## config.mk

```make
export PLATFORM = sky130hd
export DESIGN_NAME = thermostat_hysteresis_dwell
export DESIGN_NICKNAME = d
export VERILOG_FILES = /design/src/hw/rtl/thd_pkg.sv /design/src/hw/rtl/thd_cfg_regs.sv /design/src/hw/rtl/thd_ctrl.sv /design/src/hw/rtl/thermostat_hysteresis_dwell.sv
export VERILOG_INCLUDE_DIRS = /design/src /design/src/hw/rtl
export SDC_FILE = /design/constraint.sdc
export NUM_CORES = 1
export LEC_CHECK = 0
export BUFFER_PORTS_ARGS = -buffer_cell sky130_fd_sc_hd__clkbuf_2
export CAP_MARGIN = 10
export CORE_ASPECT_RATIO = 0.75
export CORE_MARGIN = 5
export CORE_UTILIZATION = 29
export CTS_CLUSTER_DIAMETER = 150
export DETAILED_ROUTE_END_ITERATION = 12
export HOLD_SLACK_MARGIN = 0.02
export PLACE_DENSITY_LB_ADDON = 0.12
export SYNTH_ARGS = -nofsm -noshare
export SYNTH_HDL_FRONTEND = slang
export SYNTH_SLANG_ARGS = --single-unit
```

## constraint.sdc

```tcl
create_clock -name clk -period 5.3 [get_ports clk]
set_clock_uncertainty 0.15 [all_clocks]
set_input_delay 0.53 -clock clk [delete_from_list [all_inputs] [get_ports clk]]
set_output_delay 0.53 -clock clk [all_outputs]
set_load 0.01 [all_outputs]
```

## src/hw/rtl/thermostat_hysteresis_dwell_defines.svh

```systemverilog
// Assertion helpers for the thermostat block. Expect clk and rst in scope.
`ifndef THERMOSTAT_HYSTERESIS_DWELL_DEFINES_SVH
`define THERMOSTAT_HYSTERESIS_DWELL_DEFINES_SVH

`define THD_ASSERT(lbl, prop, msg) \
  lbl: assert property (@(posedge clk) disable iff (rst) prop) else $error(msg);

`define THD_NEVER(lbl, expr, msg) \
  `THD_ASSERT(lbl, !(expr), msg)

`endif

```

## src/hw/rtl/thd_pkg.sv

```systemverilog
`default_nettype none
package thd_pkg;

  localparam int TempW   = 12;
  localparam int OffsW   = 9;
  localparam int DwellW  = 16;
  localparam int TickW   = 32;
  localparam int ThrW    = TempW + 1;
  localparam int CfgIdxW = 2;
  localparam int CfgDataW = 16;

  localparam logic signed [TempW-1:0] TargetReset  = 12'sd370;
  localparam logic signed [OffsW-1:0] StopReset    = 9'sd10;
  localparam logic signed [OffsW-1:0] RestartReset = 9'sd0;
  localparam logic [DwellW-1:0]       DwellReset   = 16'd20;

  localparam logic [CfgIdxW-1:0] CFG_TARGET  = 2'd0;
  localparam logic [CfgIdxW-1:0] CFG_STOP    = 2'd1;
  localparam logic [CfgIdxW-1:0] CFG_RESTART = 2'd2;
  localparam logic [CfgIdxW-1:0] CFG_DWELL   = 2'd3;

  localparam logic [1:0] MODE_UNDEF = 2'd0;
  localparam logic [1:0] MODE_ON    = 2'd1;
  localparam logic [1:0] MODE_OFF   = 2'd2;

  localparam logic [1:0] CODE_INIT = 2'd0;
  localparam logic [1:0] CODE_READ = 2'd1;
  localparam logic [1:0] CODE_HIGH = 2'd2;
  localparam logic [1:0] CODE_LOW  = 2'd3;

  typedef enum logic [3:0] {
    PH_INIT = 4'b0001,
    PH_READ = 4'b0010,
    PH_HIGH = 4'b0100,
    PH_LOW  = 4'b1000
  } phase_t;

  typedef struct packed {
    logic signed [TempW-1:0] target_temp;
    logic signed [OffsW-1:0] stop_offset;
    logic signed [OffsW-1:0] restart_offset;
    logic [DwellW-1:0]       dwell_ticks;
  } cfg_t;

  typedef struct packed {
    logic       stop_cells;
    logic       start_cells;
    logic [1:0] cells_state;
    logic [1:0] ctrl_state;
  } res_t;

  function automatic logic [1:0] phase_code(input phase_t ph);
    logic [1:0] code;
    case (ph)
      PH_INIT: code = CODE_INIT;
      PH_READ: code = CODE_READ;
      PH_HIGH: code = CODE_HIGH;
      PH_LOW:  code = CODE_LOW;
      default: code = CODE_INIT;
    endcase
    return code;
  endfunction

endpackage
`default_nettype wire

```

## src/hw/rtl/thd_cfg_regs.sv

```systemverilog
`default_nettype none
module thd_cfg_regs
  import thd_pkg::*;
(
  input  wire logic                clk,
  input  wire logic                rst,
  input  wire logic                cfg_valid,
  output      logic                cfg_ready,
  input  wire logic [CfgIdxW-1:0]  cfg_index,
  input  wire logic [CfgDataW-1:0] cfg_data,
  output      cfg_t                cfg
);

  assign cfg_ready = 1'b1;

  always_ff @(posedge clk) begin
    if (rst) begin
      cfg.target_temp    <= TargetReset;
      cfg.stop_offset    <= StopReset;
      cfg.restart_offset <= RestartReset;
      cfg.dwell_ticks    <= DwellReset;
    end else if (cfg_valid && cfg_ready) begin
      case (cfg_index)
        CFG_TARGET:  cfg.target_temp    <= cfg_data[TempW-1:0];
        CFG_STOP:    cfg.stop_offset    <= cfg_data[OffsW-1:0];
        CFG_RESTART: cfg.restart_offset <= cfg_data[OffsW-1:0];
        CFG_DWELL:   cfg.dwell_ticks    <= cfg_data[DwellW-1:0];
        default: begin
        end
      endcase
    end
  end

endmodule
`default_nettype wire

```

## src/hw/rtl/thd_ctrl.sv

```systemverilog
`default_nettype none
`include "thermostat_hysteresis_dwell_defines.svh"
module thd_ctrl
  import thd_pkg::*;
(
  input  wire logic                    clk,
  input  wire logic                    rst,
  input  wire logic                    fire,
  input  wire logic signed [TempW-1:0] temperature,
  input  wire logic [TickW-1:0]        now_tick,
  input  wire logic                    reset_cmd,
  input  wire cfg_t                    cfg,
  output      res_t                    res_next
);

  phase_t           phase, phase_next, phase_cur;
  logic [1:0]       cooler_mode, cooler_mode_next;
  logic [TickW-1:0] dwell_start, dwell_start_next;

  logic signed [ThrW-1:0] temp_x, hi_thr, lo_thr;
  logic [TickW-1:0]       elapsed;
  logic                   is_high, is_low, dwell_done;
  logic                   stop, start;

  assign temp_x     = ThrW'(temperature);
  assign hi_thr     = ThrW'(cfg.target_temp) + ThrW'(cfg.stop_offset);
  assign lo_thr     = ThrW'(cfg.target_temp) + ThrW'(cfg.restart_offset);
  assign is_high    = temp_x >= hi_thr;
  assign is_low     = temp_x <= lo_thr;
  assign elapsed    = now_tick - dwell_start;
  assign dwell_done = elapsed >= TickW'(cfg.dwell_ticks);
  assign phase_cur  = reset_cmd ? PH_INIT : phase;

  always_comb begin
    phase_next       = phase_cur;
    cooler_mode_next = cooler_mode;
    dwell_start_next = dwell_start;
    stop             = 1'b0;
    start            = 1'b0;
    case (phase_cur)
      PH_INIT: phase_next = PH_READ;
      PH_READ: begin
        if (is_high) begin
          if (cooler_mode != MODE_OFF) begin
            phase_next       = PH_HIGH;
            dwell_start_next = now_tick;
          end
        end else if (is_low) begin
          if (cooler_mode != MODE_ON) begin
            phase_next       = PH_LOW;
            dwell_start_next = now_tick;
          end
        end
      end
      PH_HIGH: begin
        if (!is_high) begin
          phase_next = PH_READ;
        end else if (dwell_done) begin
          stop             = 1'b1;
          cooler_mode_next = MODE_OFF;
          phase_next       = PH_INIT;
        end
      end
      PH_LOW: begin
        if (!is_low) begin
          phase_next = PH_READ;
        end else if (dwell_done) begin
          start            = 1'b1;
          cooler_mode_next = MODE_ON;
          phase_next       = PH_INIT;
        end
      end
      default: phase_next = PH_READ;
    endcase
  end

  assign res_next.stop_cells  = stop;
  assign res_next.start_cells = start;
  assign res_next.cells_state = cooler_mode_next;
  assign res_next.ctrl_state  = phase_code(phase_next);

  always_ff @(posedge clk) begin
    if (rst) begin
      phase       <= PH_INIT;
      cooler_mode <= MODE_UNDEF;
      dwell_start <= '0;
    end else if (fire) begin
      phase       <= phase_next;
      cooler_mode <= cooler_mode_next;
      dwell_start <= dwell_start_next;
    end
  end

  `THD_NEVER(a_one_command, fire && stop && start, "stop and start in one item")
  `THD_ASSERT(a_stop_mode, fire && stop |=> cooler_mode == MODE_OFF, "stop did not set mode off")
  `THD_ASSERT(a_cmd_phase, fire && (stop || start) |-> !reset_cmd && (phase == PH_HIGH || phase == PH_LOW), "command outside check phase")

endmodule
`default_nettype wire

```

## src/hw/rtl/thermostat_hysteresis_dwell.sv

```systemverilog
// Bang-bang thermostat with hysteresis and dwell time.
// Input channel (in_valid/in_stall): one item per periodic call, carrying
// temperature (tenths of a degree, signed), now_tick (free-running, wraps)
// and reset_cmd. Output channel (out_valid/out_stall): exactly one result per
// item with stop_cells, start_cells, cells_state and ctrl_state.
// Config channel (cfg_valid/cfg_ready, cfg_index, cfg_data): index 0 target,
// 1 stop offset, 2 restart offset, 3 dwell ticks. cfg_ready is always high;
// write only while no item is in flight.
// An accepted item waits in the input register, goes through the controller
// state update and is held in the result register until it is taken.
// Throughput: one item per cycle when the output does not stall, set by the
// single controller state update between the input and result registers.
// A stall on the output holds the result register; the input register keeps
// one item and in_stall rises once both are full, so no item is lost.
// Reset: control state init, cooler mode undefined, dwell start zero,
// registers back to their defaults, both pipeline stages empty.
`default_nettype none
module thermostat_hysteresis_dwell
  import thd_pkg::*;
(
  input  wire logic                    clk,
  input  wire logic                    rst,
  input  wire logic                    in_valid,
  output      logic                    in_stall,
  input  wire logic signed [TempW-1:0] temperature,
  input  wire logic [TickW-1:0]        now_tick,
  input  wire logic                    reset_cmd,
  output      logic                    out_valid,
  input  wire logic                    out_stall,
  output      logic                    stop_cells,
  output      logic                    start_cells,
  output      logic [1:0]              cells_state,
  output      logic [1:0]              ctrl_state,
  input  wire logic                    cfg_valid,
  output      logic                    cfg_ready,
  input  wire logic [CfgIdxW-1:0]      cfg_index,
  input  wire logic [CfgDataW-1:0]     cfg_data
);

  cfg_t cfg;
  res_t res_next, res;

  logic                    in_full;
  logic signed [TempW-1:0] temperature_q;
  logic [TickW-1:0]        now_tick_q;
  logic                    reset_cmd_q;
  logic                    out_room, fire, in_take;

  assign out_room = !out_valid || !out_stall;
  assign fire     = in_full && out_room;
  assign in_stall = in_full && !out_room;
  assign in_take  = in_valid && !in_stall;

  thd_cfg_regs u_cfg (
    .clk       (clk),
    .rst       (rst),
    .cfg_valid (cfg_valid),
    .cfg_ready (cfg_ready),
    .cfg_index (cfg_index),
    .cfg_data  (cfg_data),
    .cfg       (cfg)
  );

  thd_ctrl u_ctrl (
    .clk         (clk),
    .rst         (rst),
    .fire        (fire),
    .temperature (temperature_q),
    .now_tick    (now_tick_q),
    .reset_cmd   (reset_cmd_q),
    .cfg         (cfg),
    .res_next    (res_next)
  );

  always_ff @(posedge clk) begin
    if (rst) begin
      in_full <= 1'b0;
    end else if (in_take) begin
      in_full <= 1'b1;
    end else if (fire) begin
      in_full <= 1'b0;
    end
  end

  always_ff @(posedge clk) begin
    if (in_take) begin
      temperature_q <= temperature;
      now_tick_q    <= now_tick;
      reset_cmd_q   <= reset_cmd;
    end
  end

  always_ff @(posedge clk) begin
    if (rst) begin
      out_valid <= 1'b0;
    end else if (out_room) begin
      out_valid <= fire;
    end
  end

  always_ff @(posedge clk) begin
    if (fire) begin
      res <= res_next;
    end
  end

  assign stop_cells  = res.stop_cells;
  assign start_cells = res.start_cells;
  assign cells_state = res.cells_state;
  assign ctrl_state  = res.ctrl_state;

endmodule
`default_nettype wire

```

== Yosys cells after proc, flatten, opt, wreduce, memory -nomap -nowiden ==
Index checks and enable logic that the tools add are counted.
Storage, ports and cells
  flip-flop bits (word level): 137
  latch bits: 0
  bits in writable memories: 0
  memory bits (read-only): 0
  input port bits: 68
  output and inout port bits: 9
  word-level logic and storage cells: 75
  memories kept: 0
Cells by class
  add/sub/neg operators: 3
  $mul: 0
  divide/modulo/power cells: 0
  order comparisons: 3
  eq/ne operators: 12
  shift operators: 0
  muxes and demuxes: 22
  bitwise gates (word level): 0
  reductions and logical operators: 19
Operators by type and width (count)
  32-bit 2-to-1 mux: 4
  32-bit by 16-bit >= comparator with 1-bit output: 1
  4-bit 2-to-1 mux: 8
  32-bit subtractor: 1
  12-bit by 9-bit adder with 13-bit output: 2
  12-bit by 13-bit >= comparator with 1-bit output: 1
  12-bit by 13-bit less-or-equal comparator with 1-bit output: 1
  4-bit case mux with 3 select lines: 1
  2-bit AND reduction: 6
  4-bit by 2-bit equality test with 1-bit output, second input constant: 2
  4-bit by 3-bit equality test with 1-bit output, second input constant: 2
  4-bit equality test, second input constant: 2
  2-bit 2-to-1 mux: 4
  2-bit case mux with 3 select lines: 1
  2-bit nonzero test: 3
  5-bit AND reduction: 1
  2-bit equality test, second input constant: 2
  1-bit logical NOT: 4
  2-bit != test, second input constant: 2
  2-bit case mux with 2 select lines: 1
  1-bit logical AND: 3
  1-bit 2-to-1 mux: 3
  2-bit by 1-bit equality test with 1-bit output, second input constant: 1
  2-bit logical NOT: 1
  other kinds (2): 2

== Longest topological paths before layout ==
Gate-level depths: netlist of run 1.
  depth after elaboration: 7
  gate-level depth with buffers: 23
  depth with buffers taken out: 22

== Modules after synthesis ==
A second synthesis of run 1 with hierarchy kept.
Unflattened totals
  cells, all modules: 990
  area, all modules: 8943.6 um^2
By module, submodules not included
  thd_ctrl: times used 1, cells each 744, area an instance 5395.2 um^2, sequential area each 760.7 um^2
  thd_cfg_regs: times used 1, cells each 185, area an instance 1930.6 um^2, sequential area each 920.9 um^2
  thermostat_hysteresis_dwell: times used 1, cells each 61, area an instance 1617.8 um^2, sequential area each 1571.5 um^2

== Worst setup path before layout of run 1 ==
No wires, ideal clock.
  path type: reg-to-reg
  from: register, netlist name u_cfg.cfg[16]
  to: register u_ctrl.dwell_start[10]
  library setup time: 128 ps
  arrival: 4347 ps
  setup slack: 676 ps
  cell stages (with the launch flop): 23
  buffers on the path: 1
  clock period less this slack: 4624 ps
  cells stage by stage: dfxtp_1 ha_1 fa_1 a21o_1 a21oi_1 o21bai_1 a21oi_1 o21bai_1 a21oi_1 o21bai_1 a21oi_1 o21ai_0 ha_1 nand4_1 nor2_1 o211ai_1 and4_1 o32ai_1 mux2i_1 nand3_1 buf_1 mux2i_1 nor2_1
On the way
  word-level cells in the longest chain between the ends: 4
Ends and longest elaborated chain
  12-bit by 9-bit adder with 13-bit output: RTL line thd_ctrl.sv:27  | assign lo_thr = ThrW'(cfg.target_temp) + ThrW'(cfg.restart_offset);
  12-bit by 13-bit less-or-equal comparator with 1-bit output: RTL line thd_ctrl.sv:29  | assign is_low = temp_x <= lo_thr;
  2-bit nonzero test (no source line)
  5-bit AND reduction (no source line)
  to (signal assigned): RTL line thd_ctrl.sv:90  | dwell_start <= dwell_start_next;
  to (decl): RTL line thd_ctrl.sv:18  | logic [TickW-1:0] dwell_start, dwell_start_next;
Every way passes these cells.
A chain may end at the register's enable or synchronous reset.

==> flow_summary.json, run 1 <==
{
  "worst_setup_slack_for_register_to_register_paths_ps": 490,
  "initial_core_util_pct": 29.5,
  "cap_viol_max_count": 0,
  "grt_antenna_before_repair": 0,
  "irDropWorstVdd_mv": 0.206,
  "setup.worst_path.start_class": "flip-flop",
  "crit_path_max_fanout": 5,
  "ys_dominant_reg_cell": "sky130_fd_sc_hd__dfxtp_1",
  "antenna_cells": 0,
  "dr.pass1.iters": 5,
  "fp.dieW_um": 209,
  "cts_hold_buf": 0,
  "yosys_warnings": 0,
  "remaining_drc_errors": 0,
  "clock_tree.root_cell": "sky130_fd_sc_hd__clkbuf_16",
  "hold-path-endpoint": "now_tick_q[16]",
  "max-slew-margin-rel_pct": 40.3,
  "final_cell_count_no_fill": 1438,
  "worst_max_slew_pin_slew_ps": 896,
  "worst_setup_path_end_kind": "flip-flop",
  "min_cycle_time_layout_ps": 4810,
  "critPathMaxStageDelay_ps": 420,
  "post-synth-top-area-fraction_pct": 20.0,
  "grt_setup_unrepaired": "false",
  "hold_path.startpoint": "now_tick[16]",
  "global_route.usage.total_pct": 13.6,
  "cp_data_required_time_ps": 5340,
  "die_height_um": 159,
  "crit_path_cell_trace": "ha_1, fa_1, a21o_1, a21oi_2, o21bai_1, a21oi_2, o21bai_1, a21oi_1, o21bai_1, a21oi_2, o21ai_0, ha_1, nand4_1, nor2_1, o211ai_1, and4_1, o311a_1, o21ai_1, a21boi_1, nor2_1",
  "setup_viol": 0,
  "post_synth_and_or_nand_nor_area_fraction_pct": 15.5,
  "preCtsSetupSlack_ps": 256,
  "flow.area_growth_from_synthesis_pct": 16.5,
  "worstHoldPathCells": 1,
  "finalMaxSlewViolations": 0,
  "clock_tree.buffer_depth": 2,
  "syn_area_per_cell_um2": 8.92,
  "route.antenna.remaining_nets": 0,
  "vias_per_cell": 4.76,
  "finish.net_count": 1201,
  "final-hold-violation-count": 0,
  "post_synthesis_instance_area_mm2": 0.00862,
  "netlist_instances": 967,
  "synth.area.mux_share_pct": 5.14,
  "synth_edf_count": 51,
  "detail_route.iter0.violations": 380,
  "worst-r2r-cell-count": 20,
  "post_synthesis_cell_type_count": 73,
  "async_reset_ff_share_pct": 0,
  "drive_above_1_share_pct": 13.5,
  "worst_r2r_endpoint": "ctrl_state[1]",
  "synthesis.nets": 1135,
  "synth_commonest_cells": "sky130_fd_sc_hd__nand2_1, sky130_fd_sc_hd__ha_1, sky130_fd_sc_hd__a21oi_1",
  "synthAdderAreaFrac_pct": 14.8,
  "pin_count": 77,
  "grt_max_degree": 78,
  "dp.cells": 1404,
  "clock_sinks": 137,
  "gp_congestion": 0.819,
  "synth-seq-cells": 137,
  "vias": 6839,
  "min_period_over_period_pct": 90.7,
  "arrival_ps": 4850,
  "worstHoldPathType": "in2reg",
  "route.detailed.wl_per_inst_um": 15.7,
  "synth.yosys.seq_area_share_pct": 37.7,
  "power_density_mw_per_mm2": 275,
  "cts.clk_slew.worst_paths_ps": 70,
  "synthTopCellsByArea": "sky130_fd_sc_hd__dfxtp_1, sky130_fd_sc_hd__edfxtp_1, sky130_fd_sc_hd__ha_1, sky130_fd_sc_hd__a21oi_1, sky130_fd_sc_hd__nand2_1",
  "core.rowCount": 54,
  "max_freq_mhz": 208,
  "yosys.area.top_type": "sky130_fd_sc_hd__dfxtp_1",
  "cp_slowest_cell": "sky130_fd_sc_hd__o311a_1",
  "post_synth_xor_area_fraction_pct": 3.66,
  "setup.worst_path.start": "u_cfg.cfg[34]",
  "core_region_area_mm2": 0.0292,
  "leakage_uw": 0.00433,
  "post-synth-top-count-cell": "sky130_fd_sc_hd__nand2_1",
  "regToRegStartpoint": "u_cfg.cfg[34]",
  "synth_compound_area_share_pct": 18.1,
  "h-tree-depth": 4,
  "first_pass_grt_wire_length_mm": 36.3,
  "clock_tree_from_tritoncts": "yes",
  "drt-total-wl_mm": 22.5,
  "fp.dieArea_mm2": 0.0333,
  "clock_latency_ps": 450,
  "grt-ovfl-total": 0,
  "fin_tns_setup_ps": 0,
  "number_of_buffers_created_by_cts": 17,
  "postLayoutSetupSlackWorst_ps": 492,
  "outcome": "completed",
  "numPortBuffers": 75,
  "criticalPathCategory": "reg2reg",
  "combinational_family_with_the_most_area_after_synthesis": "compound AO/OA/AOI/OAI gates",
  "first_global_vias": 6614,
  "detailedPlacementHpwl_mm": 16.9
}
area by class of cell:
class,count,area [um2]
timing repair buffer,83,465
clock inverter,14,123
fill,3082,19100
tap,392,490
sequential,137,3250
multi-input combinational,716,4970
inverter,78,293
clock buffer,18,450
routing by layer:
metal	up-vias	track usage, %	wire length (um)
met1	3139	21.2	12600
met4	0	3.94	299
met3	16	3.62	823
met5	-	0	0
met2	104	18.0	8780
li1	3580	-	-
critical path: cells and delay by family (launching register included):
kind	cells	cell delay [ps]
AO/OA/AOI/OAI	13	2500
flip-flops	1	330
AND/OR/NAND/NOR	4	620
adder cells (fa/ha/maj)	3	940
where the power goes:
| group | switching, uW | total [uW] | internal [uW] |
|---|---|---|---|
| Combinational | 251 | 428 | 177 |
| Clock | 530 | 1180 | 646 |
| Sequential | 25.3 | 1160 | 1130 |
cell families (layout without fill, tap and decap cells):
| logic type | count (synthesis) | count (layout) |
|---|---|---|
| AO/OA/AOI/OAI | 241 | 241 |
| AND/OR/NAND/NOR | 294 | 294 |
| other | 1 | 1 |
| flip-flops | 137 | 137 |
| adder cells (fa/ha/maj) | 100 | 100 |
| multiplexers | 44 | 44 |
| XOR/XNOR | 36 | 36 |
| buffers and inverters | 114 | 193 |
how the worst max path moves through the flow:
stage                                   endpoint  slack (ps)  cells past startpoint
after floorplan           u_ctrl.dwell_start[10]         680                     22
after global placement             ctrl_state[1]         320                     20
after detailed placement           ctrl_state[1]         260                     20
after CTS                          ctrl_state[1]         170                     20
after global routing      u_ctrl.dwell_start[29]          20                     22
final                              ctrl_state[1]         490                     20
layout by cell type (no fill, tap or decap), drive strengths merged, types with 8 or more instances in the layout:
cell    netlist  routed
a21o         21      21
a21oi        92      92
and3          8       8
clkbuf       29      94
dfxtp        86      86
edfxtp       51      51
ha           97      97
inv          78      90
mux2i        42      42
nand2       115     115
nand2b       10      10
nand3        17      17
nand4        18      18
nor2         82      82
nor3         13      13
o211ai        9       9
o21a         16      16
o21ai        39      39
o21bai        8       8
xnor2        22      22
xor2         14      14
stage by stage:
stage / hold slack [ps] / power, uW / utilization (%) / cell area (um2)
6_report: 106 / 2760 / 34.4 / 10000
5_1_grt: 76.7 / 2920 / 34.4 / 10000
4_1_cts: 72.0 / 2810 / 34.2 / 9990
3_5_place_dp: 299 / 1600 / 32.2 / 9410
3_3_place_gp: 295 / 1600 / 32.2 / 9410
2_1_floorplan: 286 / 1470 / - / 8620
registers in the layout (all words and copies together), names as in the netlist:
| register | cells |
|---|---|
| out_valid | 1 |
| u_cfg.cfg | 46 |
| in_full | 1 |
| start_cells | 1 |
| now_tick_q | 32 |
| temperature_q | 12 |
| stop_cells | 1 |
| u_ctrl.phase | 4 |
| cells_state | 2 |
| reset_cmd_q | 1 |
| ctrl_state | 2 |
| u_ctrl.cooler_mode | 2 |
| u_ctrl.dwell_start | 32 |
what timing repair did:
| action | 4_1_cts | 5_1_grt |
|---|---|---|
| buffers inserted | 0 | 1 |
| resized for setup | 0 | 10 |
| setup endpoints to repair | 0 | 36 |
No activity file was read; power rests on OpenSTA's default activity.
==> run 2: changes to the inputs <==
--- a/config.mk
+++ b/config.mk
@@ -8,7 +8,6 @@
 export LEC_CHECK = 0
 export BUFFER_PORTS_ARGS = -buffer_cell sky130_fd_sc_hd__clkbuf_2
 export CAP_MARGIN = 10
-export CORE_ASPECT_RATIO = 0.75
 export CORE_MARGIN = 5
 export CORE_UTILIZATION = 29
 export CTS_CLUSTER_DIAMETER = 150
==> flow_summary.json, run 2 (synthesized netlist as in run 1, its figures left out) <==
{
  "cp_data_required_time_ps": 5320,
  "cp_slowest_cell": "sky130_fd_sc_hd__nor4_1",
  "preCtsSetupSlack_ps": 320,
  "crit_path_max_fanout": 5,
  "vias": 6860,
  "clock_tree_from_tritoncts": "yes",
  "setup_viol": 0,
  "dr.pass1.iters": 5,
  "worst-r2r-cell-count": 18,
  "number_of_buffers_created_by_cts": 17,
  "grt_antenna_before_repair": 0,
  "cts_hold_buf": 0,
  "reg.largest.list": "u_cfg.cfg (46), now_tick_q (32), u_ctrl.dwell_start (32)",
  "route.detailed.wl_per_inst_um": 15.1,
  "fp.dieW_um": 182,
  "worstHoldPathType": "in2reg",
  "post_cts_resize_count": 0,
  "core_region_area_mm2": 0.0295,
  "max-slew-margin-rel_pct": 39.4,
  "largest_register_ffs": 46,
  "arrival_ps": 4940,
  "globalRouteMet2Util_pct": 21.2,
  "detail_route.iter0.violations": 326,
  "remaining_drc_errors": 0,
  "outcome": "completed",
  "worst_path_most_repeated_cell": "sky130_fd_sc_hd__a21oi_1",
  "crit_path_cell_trace": "ha_1, fa_1, a21o_1, a21oi_1, o21bai_1, a21oi_1, o21bai_1, a21oi_1, o21bai_1, a21oi_1, o21ai_0, ha_1, nand4_1, nor4_1, o311a_1, o21ai_1, a21boi_1, a311o_2",
  "core.rowCount": 63,
  "hold-path-endpoint": "now_tick_q[31]",
  "post-route-cell-area_mm2": 0.00999,
  "finalMaxSlewViolations": 0,
  "gp_congestion": 0.844,
  "post_cts.repair.setup_buffers": 0,
  "drive_above_1_share_pct": 12.6,
  "clock_latency_ps": 440,
  "grt-ovfl-total": 0,
  "flow.area_growth_from_synthesis_pct": 15.8,
  "power_density_mw_per_mm2": 278,
  "final_cell_count_no_fill": 1433,
  "min_period_over_period_pct": 92.8,
  "globalRouteMet3Util_pct": 2.67,
  "hold_path.startpoint": "now_tick[31]",
  "regToRegStartpoint": "u_cfg.cfg[16]",
  "vias_per_cell": 4.79,
  "critPathMaxStageDelay_ps": 480,
  "clock_tree.root_cell": "sky130_fd_sc_hd__clkbuf_16",
  "initial_core_util_pct": 29.3,
  "grt_max_degree": 78,
  "leakage_uw": 0.00430,
  "met1_usage_pct": 17.5,
  "cts.clk_slew.worst_paths_ps": 70,
  "most_common_cell_after_layout_fill_and_taps_aside": "sky130_fd_sc_hd__nand2_1",
  "max_freq_mhz": 203,
  "fin_tns_setup_ps": 0,
  "first_global_vias": 6784,
  "clock_sinks": 137,
  "worst_max_slew_pin_slew_ps": 909,
  "criticalPathCategory": "reg2reg",
  "dp.cells": 1401,
  "die_height_um": 182,
  "layout.cells.most_common_list": "sky130_fd_sc_hd__nand2_1, sky130_fd_sc_hd__ha_1, sky130_fd_sc_hd__a21oi_1",
  "min_cycle_time_layout_ps": 4920,
  "postLayoutSetupSlackWorst_ps": 381,
  "finish.net_count": 1198,
  "detailedPlacementHpwl_mm": 16.5,
  "worst_r2r_endpoint": "ctrl_state[0]",
  "worstHoldPathCells": 1,
  "worst_setup_slack_for_register_to_register_paths_ps": 380,
  "post-layout-total-power_uw": 2770,
  "antenna_cells": 0,
  "first_pass_grt_wire_length_mm": 35.0,
  "grt_most_used_layer": "met2",
  "fp.dieArea_mm2": 0.0333,
  "dpl_cell_area_mm2": 0.00940,
  "grt_setup_unrepaired": "false",
  "max_flop_register": "u_cfg.cfg",
  "global_route.usage.total_pct": 13.1,
  "numPortBuffers": 75,
  "final-hold-violation-count": 0,
  "clock_tree.buffer_depth": 2,
  "cap_viol_max_count": 0,
  "pin_count": 77,
  "irDropWorstVdd_mv": 0.218,
  "route.antenna.remaining_nets": 0,
  "setup.worst_path.start_class": "flip-flop",
  "drt-total-wl_mm": 21.6,
  "worst_setup_path_end_kind": "flip-flop",
  "h-tree-depth": 4
}
[run 2: changes by cell type in the layout (fill, tap and decap cells not counted), sizes merged]
cell | previous run | this run
inv | 90 | 86
clkinv | 2 | 5
bufinv | 0 | 1
buf | 7 | 5
clkbuf | 94 | 93
[run 2: area by class of cell]
type / instances / area [um2]
multi-input combinational: 716 / 4940
sequential: 137 / 3250
timing repair buffer: 80 / 425
tap: 390 / 488
clock inverter: 14 / 133
clock buffer: 18 / 450
inverter: 78 / 293
fill: 3140 / 19500
[run 2: metal layers]
metal	share of wire, %	routed length, um
met5	0	0
met4	1.7	375
met3	3.3	719
met2	45	9670
met1	50	10800
[run 2: where the power goes]
part	internal (uW)	switching, uW
sequential	1130	25.1
combinational	175	243
clock	684	515
total	1990	783
[run 2: worst max-delay path: cells and delay by family, from the launching register on]
family | cells | cell delay (ps)
AOI/OAI and AO/OA | 13 | 2600
adders and majority gates | 3 | 960
and+or+nand+nor | 2 | 630
DFF | 1 | 320
[run 2: stage by stage]
stage                     hold WS, ps  utilization (%)
after floorplan                   286                -
after global placement            295             31.9
after detailed placement          298             31.9
after CTS                        92.6             33.9
after global routing             92.5             33.9
final                             112             33.9
[run 2: worst max path at each step]
stage                              from                      to  slack (ps)  cells past startpoint
final                     u_cfg.cfg[16]           ctrl_state[0]         380                     18
after global routing      u_cfg.cfg[16]           ctrl_state[1]          50                     20
after CTS                 u_cfg.cfg[34]           ctrl_state[1]         280                     20
after detailed placement  u_cfg.cfg[34]           ctrl_state[1]         320                     20
after global placement    u_cfg.cfg[34]           ctrl_state[1]         410                     20
after floorplan           u_cfg.cfg[16]  u_ctrl.dwell_start[10]         680                     22
==> run 3: changes to the inputs <==
--- a/config.mk
+++ b/config.mk
@@ -9,7 +9,7 @@
 export BUFFER_PORTS_ARGS = -buffer_cell sky130_fd_sc_hd__clkbuf_2
 export CAP_MARGIN = 10
 export CORE_MARGIN = 5
-export CORE_UTILIZATION = 29
+export CORE_UTILIZATION = 61
 export CTS_CLUSTER_DIAMETER = 150
 export DETAILED_ROUTE_END_ITERATION = 12
 export HOLD_SLACK_MARGIN = 0.02
==> flow_summary.json, run 3 (synthesized netlist as in run 1, its figures left out) <==
{
  "outcome": "completed",
  "min_cycle_time_layout_ps": 4860,
  "antenna_cells": 0,
  "max_flop_register": "u_cfg.cfg",
  "setup_viol": 0,
  "path_delay_family": "compound AO/OA/AOI/OAI gates",
  "global_route.usage.total_pct": 24.3,
  "core.rowCount": 43,
  "number_of_buffers_created_by_cts": 17,
  "clock_tree_from_tritoncts": "yes",
  "remaining_drc_errors": 0,
  "route.detailed.wl_per_inst_um": 15.8,
  "worst-r2r-cell-count": 22,
  "globalRouteMet2Util_pct": 37.0,
  "final-hold-violation-count": 0,
  "hold-path-endpoint": "temperature_q[0]",
  "worst_r2r_endpoint": "u_ctrl.dwell_start[6]",
  "dr.pass1.iters": 5,
  "finalMaxSlewViolations": 0,
  "worstPathBufferInverterCount": 1,
  "vias": 7090,
  "cts_hold_buf": 0,
  "initial_core_util_pct": 62.1,
  "max_freq_mhz": 206,
  "met1_usage_pct": 34.4,
  "critical_path_depth": 22,
  "core_region_area_mm2": 0.0139,
  "combined_flip_flop_and_latch_cell_area_mm2": 0.00325,
  "worst_setup_path_end_kind": "flip-flop",
  "grt_setup_unrepaired": "false",
  "cp_slowest_cell": "sky130_fd_sc_hd__fa_1",
  "clock_tree.root_cell": "sky130_fd_sc_hd__clkbuf_16",
  "setup.worst_path.start_class": "flip-flop",
  "min_period_over_period_pct": 91.8,
  "clock_sinks": 137,
  "criticalPathCategory": "reg2reg",
  "route.antenna.remaining_nets": 0,
  "grt-ovfl-total": 0,
  "worst_hold_slack_across_all_endpoints_ps": 124,
  "grt_most_used_layer": "met2",
  "worst_max_slew_pin_slew_ps": 873,
  "first_global_vias": 6715,
  "gp_congestion": 0.897,
  "pin_count": 77,
  "layout.cells.most_common_list": "sky130_fd_sc_hd__nand2_1, sky130_fd_sc_hd__ha_1, sky130_fd_sc_hd__a21oi_1",
  "numPortBuffers": 75,
  "worst_setup_slack_for_register_to_register_paths_ps": 440,
  "finish.net_count": 1198,
  "vias_per_cell": 5.80,
  "arrival_ps": 4990,
  "crit_path_max_fanout": 32,
  "post_cts.repair.setup_buffers": 0,
  "globalRouteMet3Util_pct": 6.31,
  "fp.dieW_um": 129,
  "post_cts_resize_count": 0,
  "drive_above_1_share_pct": 12.5,
  "fin_tns_setup_ps": 0,
  "clock_tree.buffer_depth": 2,
  "hold_path.startpoint": "temperature[0]",
  "fp.dieArea_mm2": 0.0166,
  "worstHoldPathCells": 1,
  "regToRegStartpoint": "u_cfg.cfg[16]",
  "reg.largest.list": "u_cfg.cfg (46), now_tick_q (32), u_ctrl.dwell_start (32)",
  "critPathMaxStageDelay_ps": 410,
  "filler_cell_count": 1170,
  "grt_antenna_before_repair": 0,
  "grt_max_degree": 78,
  "cap_viol_max_count": 0,
  "irDropWorstVdd_mv": 0.328,
  "power_density_mw_per_mm2": 279,
  "multiInputGateArea_mm2": 0.00495,
  "flow.area_growth_from_synthesis_pct": 12.7,
  "clock_latency_ps": 430,
  "max-slew-margin-rel_pct": 41.8,
  "most_common_cell_after_layout_fill_and_taps_aside": "sky130_fd_sc_hd__nand2_1",
  "die_height_um": 129,
  "first_pass_grt_wire_length_mm": 32.2,
  "detail_route.iter0.violations": 512,
  "h-tree-depth": 4,
  "largest_register_ffs": 46,
  "worstHoldPathType": "in2reg",
  "cp_data_required_time_ps": 5420,
  "crit_path_cell_trace": "ha_1, fa_1, a21o_1, a21oi_1, o21bai_1, a21oi_2, o21bai_1, a21oi_1, o21bai_1, a21oi_1, o21ai_0, ha_1, nand4_1, nor2_1, o211ai_1, and4_1, o32ai_1, mux2i_1, nand3_2, buf_12, mux2i_1, nor2_1",
  "leakage_uw": 0.00430,
  "cts.clk_slew.worst_paths_ps": 60,
  "drt-total-wl_mm": 19.3,
  "detailedPlacementHpwl_mm": 14.3
}
==> run 3: cell count changes in the layout (fill, tap and decap cells not counted), moves of 2 or more <==
cell                        delta
sky130_fd_sc_hd__clkbuf_16     +2
sky130_fd_sc_hd__clkinv_2      +3
sky130_fd_sc_hd__clkinv_4      -2
sky130_fd_sc_hd__inv_6         -4
==> run 3: layout make-up <==
class                           instances  area share, %
Clock buffer                           22           5.33
Clock inverter                          9          0.605
Inverter                               78           3.01
Multi-Input combinational cell        716           50.9
Sequential cell                       137           33.5
Tap cell                              180           2.32
Timing Repair Buffer                   80           4.38
==> run 3: power breakdown <==
| group | switching (uW) | total, uW | internal (uW) |
|---|---|---|---|
| clock | 451 | 1140 | 691 |
| sequential | 23.9 | 1160 | 1130 |
| combinational | 242 | 416 | 174 |
==> run 3: worst max path at each step <==
| stage | startpoint | endpoint |
|---|---|---|
| 6_report | u_cfg.cfg[16] | u_ctrl.dwell_start[6] |
| 4_1_cts | u_cfg.cfg[34] | ctrl_state[1] |
| 5_1_grt | u_cfg.cfg[34] | u_ctrl.dwell_start[6] |
| 2_1_floorplan | u_cfg.cfg[16] | u_ctrl.dwell_start[10] |
| 3_5_place_dp | u_cfg.cfg[16] | ctrl_state[1] |
| 3_3_place_gp | u_cfg.cfg[34] | ctrl_state[1] |
==> run 3: worst register-to-register path, delay by kind of cell, from the launching register on <==
kind                       cells  cell delay [ps]
AOI/OAI and AO/OA             11             1880
adders and majority gates      3              960
buffers and inverters          1              230
DFF                            1              310
muxes                          2              460
and+or+nand+nor                5              700
==> run 3: through the flow <==
| step | instance area, um2 | util (%) | setup slack (ps) | power [uW] | instances |
|---|---|---|---|---|---|
| after global placement | 9140 | 65.8 | 498 | 1580 | 1191 |
| after global routing | 9720 | 70.0 | 38.5 | 2840 | 1222 |
| after detailed placement | 9140 | 65.8 | 314 | 1590 | 1191 |
| final | 9720 | 70.0 | 436 | 2710 | 1222 |
| after CTS | 9720 | 70.0 | 260 | 2720 | 1222 |
| after floorplan | 8620 | - | 676 | 1470 | 967 |
==> run 3: per-layer routing <==
layer / up-vias / routed length [um]
met3: 22 / 1370
met2: 208 / 8500
met4: 0 / 225
li1: 3570 / -
met5: - / 0
met1: 3290 / 9190
